$ cat config.mk
export PLATFORM = sky130hd
export DESIGN_NAME = trcc_alu
export DESIGN_NICKNAME = d
export VERILOG_FILES = /design/src/design/trcc_pkg.sv /design/src/design/trcc_alu.sv
export SDC_FILE = /design/constraint.sdc
export NUM_CORES = 1
export LEC_CHECK = 0
export BUFFER_PORTS_ARGS = -buffer_cell sky130_fd_sc_hd__buf_2
export CORE_UTILIZATION = 25
export DETAILED_ROUTE_END_ITERATION = 12
export GPL_ROUTABILITY_DRIVEN = 0
export GPL_TIMING_DRIVEN = 0
export PLACE_DENSITY_LB_ADDON = 0.12
export SLEW_MARGIN = 20
export SYNTH_ARGS = -nofsm -noshare
export SYNTH_HDL_FRONTEND = slang
export SYNTH_SLANG_ARGS = --single-unit
$ cat constraint.sdc
create_clock -name vclk -period 4.25
set_clock_uncertainty 0.15 [all_clocks]
set_input_delay 0 -clock vclk [all_inputs]
set_output_delay 0 -clock vclk [all_outputs]
set_load 0.02 [all_outputs]
$ cat src/design/trcc_pkg.sv
package trcc_pkg;

  localparam int WORD_W            = 16;
  localparam int ADDR_W            = 15;
  localparam int COMP_W            = 7;
  localparam int RAM_DEPTH_DEFAULT = 32768;

  // Item kinds carried on the input tuser.
  typedef enum logic [1:0] {
    OP_EXEC   = 2'd0,
    OP_HWRITE = 2'd1,
    OP_HREAD  = 2'd2,
    OP_NOP    = 2'd3
  } opcode_t;

  // Compute codes: the a bit followed by c1..c6.
  localparam logic [COMP_W-1:0] COMP_ZERO    = 7'h2A;
  localparam logic [COMP_W-1:0] COMP_ONE     = 7'h3F;
  localparam logic [COMP_W-1:0] COMP_MINUS1  = 7'h3A;
  localparam logic [COMP_W-1:0] COMP_D       = 7'h0C;
  localparam logic [COMP_W-1:0] COMP_A       = 7'h30;
  localparam logic [COMP_W-1:0] COMP_NOT_D   = 7'h0D;
  localparam logic [COMP_W-1:0] COMP_NOT_A   = 7'h31;
  localparam logic [COMP_W-1:0] COMP_NEG_D   = 7'h0F;
  localparam logic [COMP_W-1:0] COMP_NEG_A   = 7'h33;
  localparam logic [COMP_W-1:0] COMP_D_INC   = 7'h1F;
  localparam logic [COMP_W-1:0] COMP_A_INC   = 7'h37;
  localparam logic [COMP_W-1:0] COMP_D_DEC   = 7'h0E;
  localparam logic [COMP_W-1:0] COMP_A_DEC   = 7'h32;
  localparam logic [COMP_W-1:0] COMP_D_ADD_A = 7'h02;
  localparam logic [COMP_W-1:0] COMP_D_SUB_A = 7'h13;
  localparam logic [COMP_W-1:0] COMP_A_SUB_D = 7'h07;
  localparam logic [COMP_W-1:0] COMP_D_AND_A = 7'h00;
  localparam logic [COMP_W-1:0] COMP_D_OR_A  = 7'h15;
  localparam logic [COMP_W-1:0] COMP_M       = 7'h70;
  localparam logic [COMP_W-1:0] COMP_NOT_M   = 7'h71;
  localparam logic [COMP_W-1:0] COMP_NEG_M   = 7'h73;
  localparam logic [COMP_W-1:0] COMP_M_INC   = 7'h77;
  localparam logic [COMP_W-1:0] COMP_M_DEC   = 7'h72;
  localparam logic [COMP_W-1:0] COMP_D_ADD_M = 7'h42;
  localparam logic [COMP_W-1:0] COMP_D_SUB_M = 7'h53;
  localparam logic [COMP_W-1:0] COMP_M_SUB_D = 7'h47;
  localparam logic [COMP_W-1:0] COMP_D_AND_M = 7'h40;
  localparam logic [COMP_W-1:0] COMP_D_OR_M  = 7'h55;

  // Write request from the execute stage to the data memory.
  typedef struct packed {
    logic              en;
    logic [ADDR_W-1:0] addr;
    logic [WORD_W-1:0] data;
  } ram_wr_t;

endpackage

$ cat src/design/trcc_alu.sv
module trcc_alu (
  input  logic [trcc_pkg::COMP_W-1:0] comp,
  input  logic [trcc_pkg::WORD_W-1:0] d,
  input  logic [trcc_pkg::WORD_W-1:0] a,
  input  logic [trcc_pkg::WORD_W-1:0] m,
  output logic [trcc_pkg::WORD_W-1:0] y
);

  always_comb begin
    case (comp)
      trcc_pkg::COMP_ZERO:    y = '0;
      trcc_pkg::COMP_ONE:     y = 16'd1;
      trcc_pkg::COMP_MINUS1:  y = '1;
      trcc_pkg::COMP_D:       y = d;
      trcc_pkg::COMP_A:       y = a;
      trcc_pkg::COMP_NOT_D:   y = ~d;
      trcc_pkg::COMP_NOT_A:   y = ~a;
      trcc_pkg::COMP_NEG_D:   y = 16'd0 - d;
      trcc_pkg::COMP_NEG_A:   y = 16'd0 - a;
      trcc_pkg::COMP_D_INC:   y = d + 16'd1;
      trcc_pkg::COMP_A_INC:   y = a + 16'd1;
      trcc_pkg::COMP_D_DEC:   y = d - 16'd1;
      trcc_pkg::COMP_A_DEC:   y = a - 16'd1;
      trcc_pkg::COMP_D_ADD_A: y = d + a;
      trcc_pkg::COMP_D_SUB_A: y = d - a;
      trcc_pkg::COMP_A_SUB_D: y = a - d;
      trcc_pkg::COMP_D_AND_A: y = d & a;
      trcc_pkg::COMP_D_OR_A:  y = d | a;
      trcc_pkg::COMP_M:       y = m;
      trcc_pkg::COMP_NOT_M:   y = ~m;
      trcc_pkg::COMP_NEG_M:   y = 16'd0 - m;
      trcc_pkg::COMP_M_INC:   y = m + 16'd1;
      trcc_pkg::COMP_M_DEC:   y = m - 16'd1;
      trcc_pkg::COMP_D_ADD_M: y = d + m;
      trcc_pkg::COMP_D_SUB_M: y = d - m;
      trcc_pkg::COMP_M_SUB_D: y = m - d;
      trcc_pkg::COMP_D_AND_M: y = d & m;
      trcc_pkg::COMP_D_OR_M:  y = d | m;
      default:                y = '0;
    endcase
  end

endmodule

==> flow_summary_export.csv, run 1 <==
group,metric,value,unit
timing,period_share,98.6,%
timing,period_needed,4.19,ns
power,switching_share,63.8,%
synthesis,yosysSeqAreaShare,0,%
critical_path,end_kind,"output port",
floorplan,pin_count,71,
power,p_total,0.000510,W
timing,relSlewSlack,27.0,%
routing,ant_nets,0,
floorplan,die_width,150,um
hold_path,worstHoldEndpoint,"y[3]",
power,irDropWorstVdd,0.0359,mV
critical_path,critPathRequiredTime,4.10,ns
synthesis,netlist_area,5510,sq um
final_layout,seq_area,0,sq um
power,clockPowerShare,0,%
final_layout,nClkBuffers,0,
critical_path,startpoint_type,"primary input",
synthesis,synthDistinctLibCells,83,
hold_path,hp-class,"in -> out",
job,cap_violations,0,
floorplan,die_area,22600,sq um
floorplan,initial_utilization,25.9,%
final_layout,area_delta_synth_final,17.8,%
global_route,grtUsageTotal,26.0,%
power,switching_power,0.000325,W
floorplan,die_y,150,um
timing,final-max-slew-violation-count,0,
timing,whs,0.379,ns
routing,dr_total_vias,6912,
power,power.density,78.5,nW/um^2
timing,hold_viol,0,
critical_path,cp_max_fo,10,
final_layout,post-route-util,30.5,%
timing,fmax,239,MHz
synthesis,netlist_instances,820,
critical_path,cp_cell_sequence,"buf_2, buf_4, buf_2, nor3_1, o2111ai_4, buf_2, a211oi_1, ha_1, nor2b_1, o31a_1, o21a_1, or3_1, a31o_2, a211oi_1, o221ai_1, buf_2",
routing,first_iter_violations,719,
placed_design,dpl.hpwl,22.8,mm
critical_path,path_class,"in -> out",
placed_design,dp_slack,-1.44,ns
global_route,grt-ovfl-total,0,
final_layout,instances_no_fill,1162,
critical_path,cp_common_cell,"buf_2",
routing,wl_per_cell,25.3,um
final_layout,final_cell_mix,"79 x buf_2, 77 x nand2_1, 74 x nor2_1",
run_status,status,"complete, no violations",
power,p_seq_share,0,%
floorplan,fp.coreArea,21300,sq um
synthesis,synth_fp_nets,928,
final_layout,diodes,0,
timing,finalSetupViolations,0,
final_layout,flops_and_latches,0,
hold_path,hold_path_depth,4,
power,comb_power_share,100.0,%
global_route,grt_first_pass_wirelength,43.0,mm
timing,grt_setup_unrepaired,"no",
floorplan,rows,53,
critical_path,slowest_stage,"nor3_1",
power,p_int,0.000184,W
timing,fin_ws,0.0578,ns
final_layout,drive_gt1_share,19.3,%
final_layout,finalNetCount,997,
placed_design,io_buffers,67,
synthesis,synth_area_leader_cell,"ha_1",
synthesis,netlist_top_cells_area,"ha_1 11%, xnor2_1 7.5%, a21oi_1 6.3%",
placed_design,dpl.cell_count,1163,
routing,drc,0,
power,power_leakage,2.62,nW
global_route,grt_pass1_vias,6603,
clock_network,cts_hold_buf,0,
synthesis,ys_warn_count,0,
synthesis,synth_top_cell_area_share,11.4,%
routing,totalWireLength,29.4,mm
synthesis,syn_avg_cell_area,6.72,sq um
global_route,antenna_found_initial,0,
critical_path,critPathMaxStageDelay,0.34,ns
final_layout,layout_commonest_cell,"buf_2",
global_route,grt_max_degree,11,
hold_path,worstHoldStart,"m[3]",
critical_path,arrival,4.04,ns
routing,vias_per_cell,5.95,
routing,firstDrtPassIters,5,
timing,worst_pin_slew,1.09,ns
==> power by group through the flow <==
| stage | Sequential, W | Clock [W] | Combinational [W] |
|---|---|---|---|
| global route | 0 | 0 | 0.000550 |
| finish | 0 | 0 | 0.000510 |
| detailed placement | 0 | 0 | 0.000481 |
| CTS | 0 | 0 | 0.000495 |
| floorplan | 0 | 0 | 0.000310 |
| global placement | 0 | 0 | 0.000483 |
==> cell families (layout without fill, tap and decap cells) <==
kind of cell             after synthesis  after routing  synth area share [%]
multiplexers                          21             21                  4.18
XOR/XNOR                              76             76                  12.1
AND/OR/NAND/NOR                      296            296                  27.9
AO/OA/AOI/OAI                        300            300                  37.4
buffers and inverters                 74            141                  5.93
adder cells (fa/ha/maj)               53             53                  12.4
==> cell type report <==
| type | count | area [sq um] |
|---|---|---|
| plain buffers | 49 | 254 |
| inverters | 20 | 75.1 |
| fillers | 2385 | 14800 |
| multi-input cells | 746 | 5440 |
| well taps | 275 | 344 |
| repair buffers | 72 | 370 |
==> timing repair <==
item / 4_1_cts / 5_1_grt
pin swaps: 1 / 2
buffers inserted: 2 / 2
endpoints found under the setup margin: 12 / 8
resized for setup: 41 / 26
==> critical path, delay by kind of cell <==
| family | cells | cell delay, ns |
|---|---|---|
| AO/OA/AOI/OAI | 7 | 1.86 |
| adder cells (fa/ha/maj) | 1 | 0.33 |
| buffers and inverters | 5 | 1.01 |
| AND/OR/NAND/NOR | 3 | 0.83 |
==> metal layers <==
metal	track usage, %	up-vias	part of all wire [%]
met5	0	-	0
met4	7.47	0	2.8
met3	3.67	39	7.1
met2	42.1	283	46
met1	35.4	3319	45
li1	-	3271	-
==> Yosys cell counts, drive strengths merged (5+ instances only) <==
library cell / n
a21oi: 70
o221ai: 8
nor2b: 11
nand4: 5
o22ai: 8
nor2: 76
a22oi: 5
buf: 17
ha: 50
a221oi: 19
o31ai: 10
nor3: 35
o2111ai: 19
o21a: 12
o31a: 5
mux2i: 11
inv: 20
and2: 5
a21o: 10
and3: 11
clkbuf: 37
mux2: 10
xor2: 29
nand2: 79
or3: 10
nor4: 7
a211oi: 27
o21ai: 60
nand2b: 9
nand3: 18
or4: 5
xnor2: 47
o211ai: 12
==> metrics by stage <==
step / cell area [sq um] / TNS [ns]
global route: 6490 / 0
floorplan: 5510 / 0
CTS: 6390 / 0
finish: 6490 / 0
detailed placement: 6210 / -9.94
global placement: 6190 / -11.14
==> how the worst max path moves through the flow <==
stage,start,to,slack (ns),cells after the start
2_1_floorplan,comp[0],y[15],0.64,15
5_1_grt,comp[6],y[15],0.01,15
6_report,comp[0],y[6],0.06,16
4_1_cts,comp[1],y[15],0.02,17
3_3_place_gp,comp[1],y[12],-1.55,17
3_5_place_dp,comp[1],y[12],-1.44,17
(Power assumes the default switching activity.)
==> run 2, diff against run 1 <==
Settings changed: PLACE_DENSITY_LB_ADDON 0.12 to unset.
==> run 2 against run 1 <==
Against the previous run:
- core utilization decreased by 0.24 points
- design area decreased by 0.77%
- routed wire length decreased by 9.8%
- non-clock buffer count unchanged
- first-iteration DRC count increased by 33%
- hold slack improved by 0.0072 ns
- fmax increased by 2.4%
- worst setup slack improved by 0.10 ns
- final cell count unchanged
==> flow_summary_export.csv, run 2 (same netlist as run 1, synthesis figures left out) <==
group,metric,value,unit
timing,whs,0.386,ns
routing,dr_total_vias,7144,
routing,drc,0,
floorplan,die_y,150,um
timing,relSlewSlack,22.6,%
placed_design,place_area,6200,sq um
timing,period_needed,4.09,ns
critical_path,slowest_stage,"o2111ai_2",
power,switching_share,63.5,%
critical_path,critical_path.top_delay_family,"compound AO/OA/AOI/OAI gates",
power,irDropWorstVdd,0.0297,mV
floorplan,pin_count,71,
timing,fmax,244,MHz
power,power_leakage,2.60,nW
critical_path,cp_common_cell,"buf_2",
floorplan,die_area,22600,sq um
routing,vias_per_cell,6.15,
timing,worst_pin_slew,1.15,ns
critical_path,crit_end,"y[15]",
routing,ant_nets,0,
routing,firstDrtPassIters,6,
critical_path,path_buf_inv,5,
job,cap_violations,0,
floorplan,fp.coreArea,21300,sq um
final_layout,nClkBuffers,0,
floorplan,initial_utilization,25.9,%
global_route,grt_first_pass_wirelength,39.2,mm
run_status,status,"complete, no violations",
power,clockPowerShare,0,%
critical_path,crit_start,"comp[0]",
final_layout,diodes,0,
global_route,antenna_found_initial,0,
global_route,grt_max_degree,20,
final_layout,multi_input_area,5400,sq um
final_layout,final_cell_mix,"77 x buf_2, 77 x nand2_1, 75 x nor2_1",
critical_path,critPathRequiredTime,4.10,ns
final_layout,area_delta_synth_final,16.9,%
final_layout,flops_and_latches,0,
routing,first_iter_violations,959,
timing,period_share,96.3,%
global_route,grtUsageTotal,22.9,%
global_route,grt-ovfl-total,0,
critical_path,cp_cell_sequence,"buf_2, buf_4, buf_2, nor3_1, o2111ai_2, clkbuf_2, a211oi_1, ha_1, o21a_1, o31a_1, o2111ai_1, and3_1, o31ai_1, xnor2_1, nand2_1, o2111ai_1, buf_2",
floorplan,rows,53,
power,p_total,0.000500,W
placed_design,io_buffers,67,
critical_path,path_depth,17,
critical_path,arrival,3.94,ns
routing,totalWireLength,26.5,mm
placed_design,dpl.hpwl,20.4,mm
timing,finalSetupViolations,0,
final_layout,fillers,2353,
power,comb_power_share,100.0,%
critical_path,startpoint_type,"primary input",
power,power.density,77.7,nW/um^2
clock_network,cts_hold_buf,0,
hold_path,hp-class,"in -> out",
final_layout,finalNetCount,997,
timing,final-max-slew-violation-count,0,
critical_path,critPathMaxStageDelay,0.52,ns
power,p_int,0.000182,W
power,p_seq_share,0,%
floorplan,die_width,150,um
final_layout,fin_area,6440,sq um
global_route,grt_pass1_vias,6679,
timing,finalSetupTns,0,ns
hold_path,hold_path_depth,4,
final_layout,drive_gt1_share,18.8,%
critical_path,cp_max_fo,10,
routing,wl_per_cell,22.8,um
final_layout,seq_area,0,sq um
critical_path,path_class,"in -> out",
critical_path,end_kind,"output port",
timing,hold_viol,0,
power,switching_power,0.000318,W
-- run 2: tightest hold or removal path, stage by stage --
cell and delay, ns:
buf_2 0.15, a2111oi_0 0.13, nand3_1 0.09, buf_2 0.17
-- run 2: layout make-up --
| class | count | area share [%] |
|---|---|---|
| Timing Repair Buffer | 70 | 5.56 |
| Inverter | 20 | 1.17 |
| Multi-Input combinational cell | 746 | 83.9 |
| Buffer | 51 | 4.04 |
| Tap cell | 275 | 5.34 |
-- run 2: power by group through the flow --
| stage | Sequential, W | Combinational (W) | Clock, W |
|---|---|---|---|
| 6_report | 0 | 0.000500 | 0 |
| 2_1_floorplan | 0 | 0.000310 | 0 |
| 3_5_place_dp | 0 | 0.000471 | 0 |
| 3_3_place_gp | 0 | 0.000467 | 0 |
| 4_1_cts | 0 | 0.000480 | 0 |
| 5_1_grt | 0 | 0.000537 | 0 |
-- run 2: metal layers --
layer / part of all wire [%] / routed length, um / up-vias / GRT usage [%]
li1: - / - / 3269 / -
met1: 40 / 10600 / 3260 / 29.8
met2: 43 / 11300 / 506 / 35.3
met3: 12 / 3150 / 109 / 4.33
met4: 5.5 / 1460 / 0 / 13.0
met5: 0 / 0 / - / 0
-- run 2: worst min-delay path by stage --
stage | from | endpoint | slack [ns]
2_1_floorplan | m[3] | y[3] | 0.08
3_3_place_gp | m[3] | y[3] | 0.40
3_5_place_dp | m[3] | y[3] | 0.39
4_1_cts | m[3] | y[3] | 0.40
5_1_grt | m[3] | y[3] | 0.43
6_report | m[3] | y[3] | 0.39
-- run 2: per-stage QoR --
| stage | worst slack, ns | util, % | std cells |
|---|---|---|---|
| 2_1_floorplan | 0.638 | - | 820 |
| 3_3_place_gp | -1.36 | 29.1 | 1162 |
| 3_5_place_dp | -1.31 | 29.1 | 1162 |
| 4_1_cts | -0.0772 | 29.7 | 1161 |
| 5_1_grt | -0.000877 | 30.2 | 1162 |
| 6_report | 0.158 | 30.2 | 1162 |
-- run 2: timing repair --
action,in CTS,in global routing
pin swaps,1,1
setup endpoints to repair,11,7
resized for setup,27,32
setup buffers,2,1
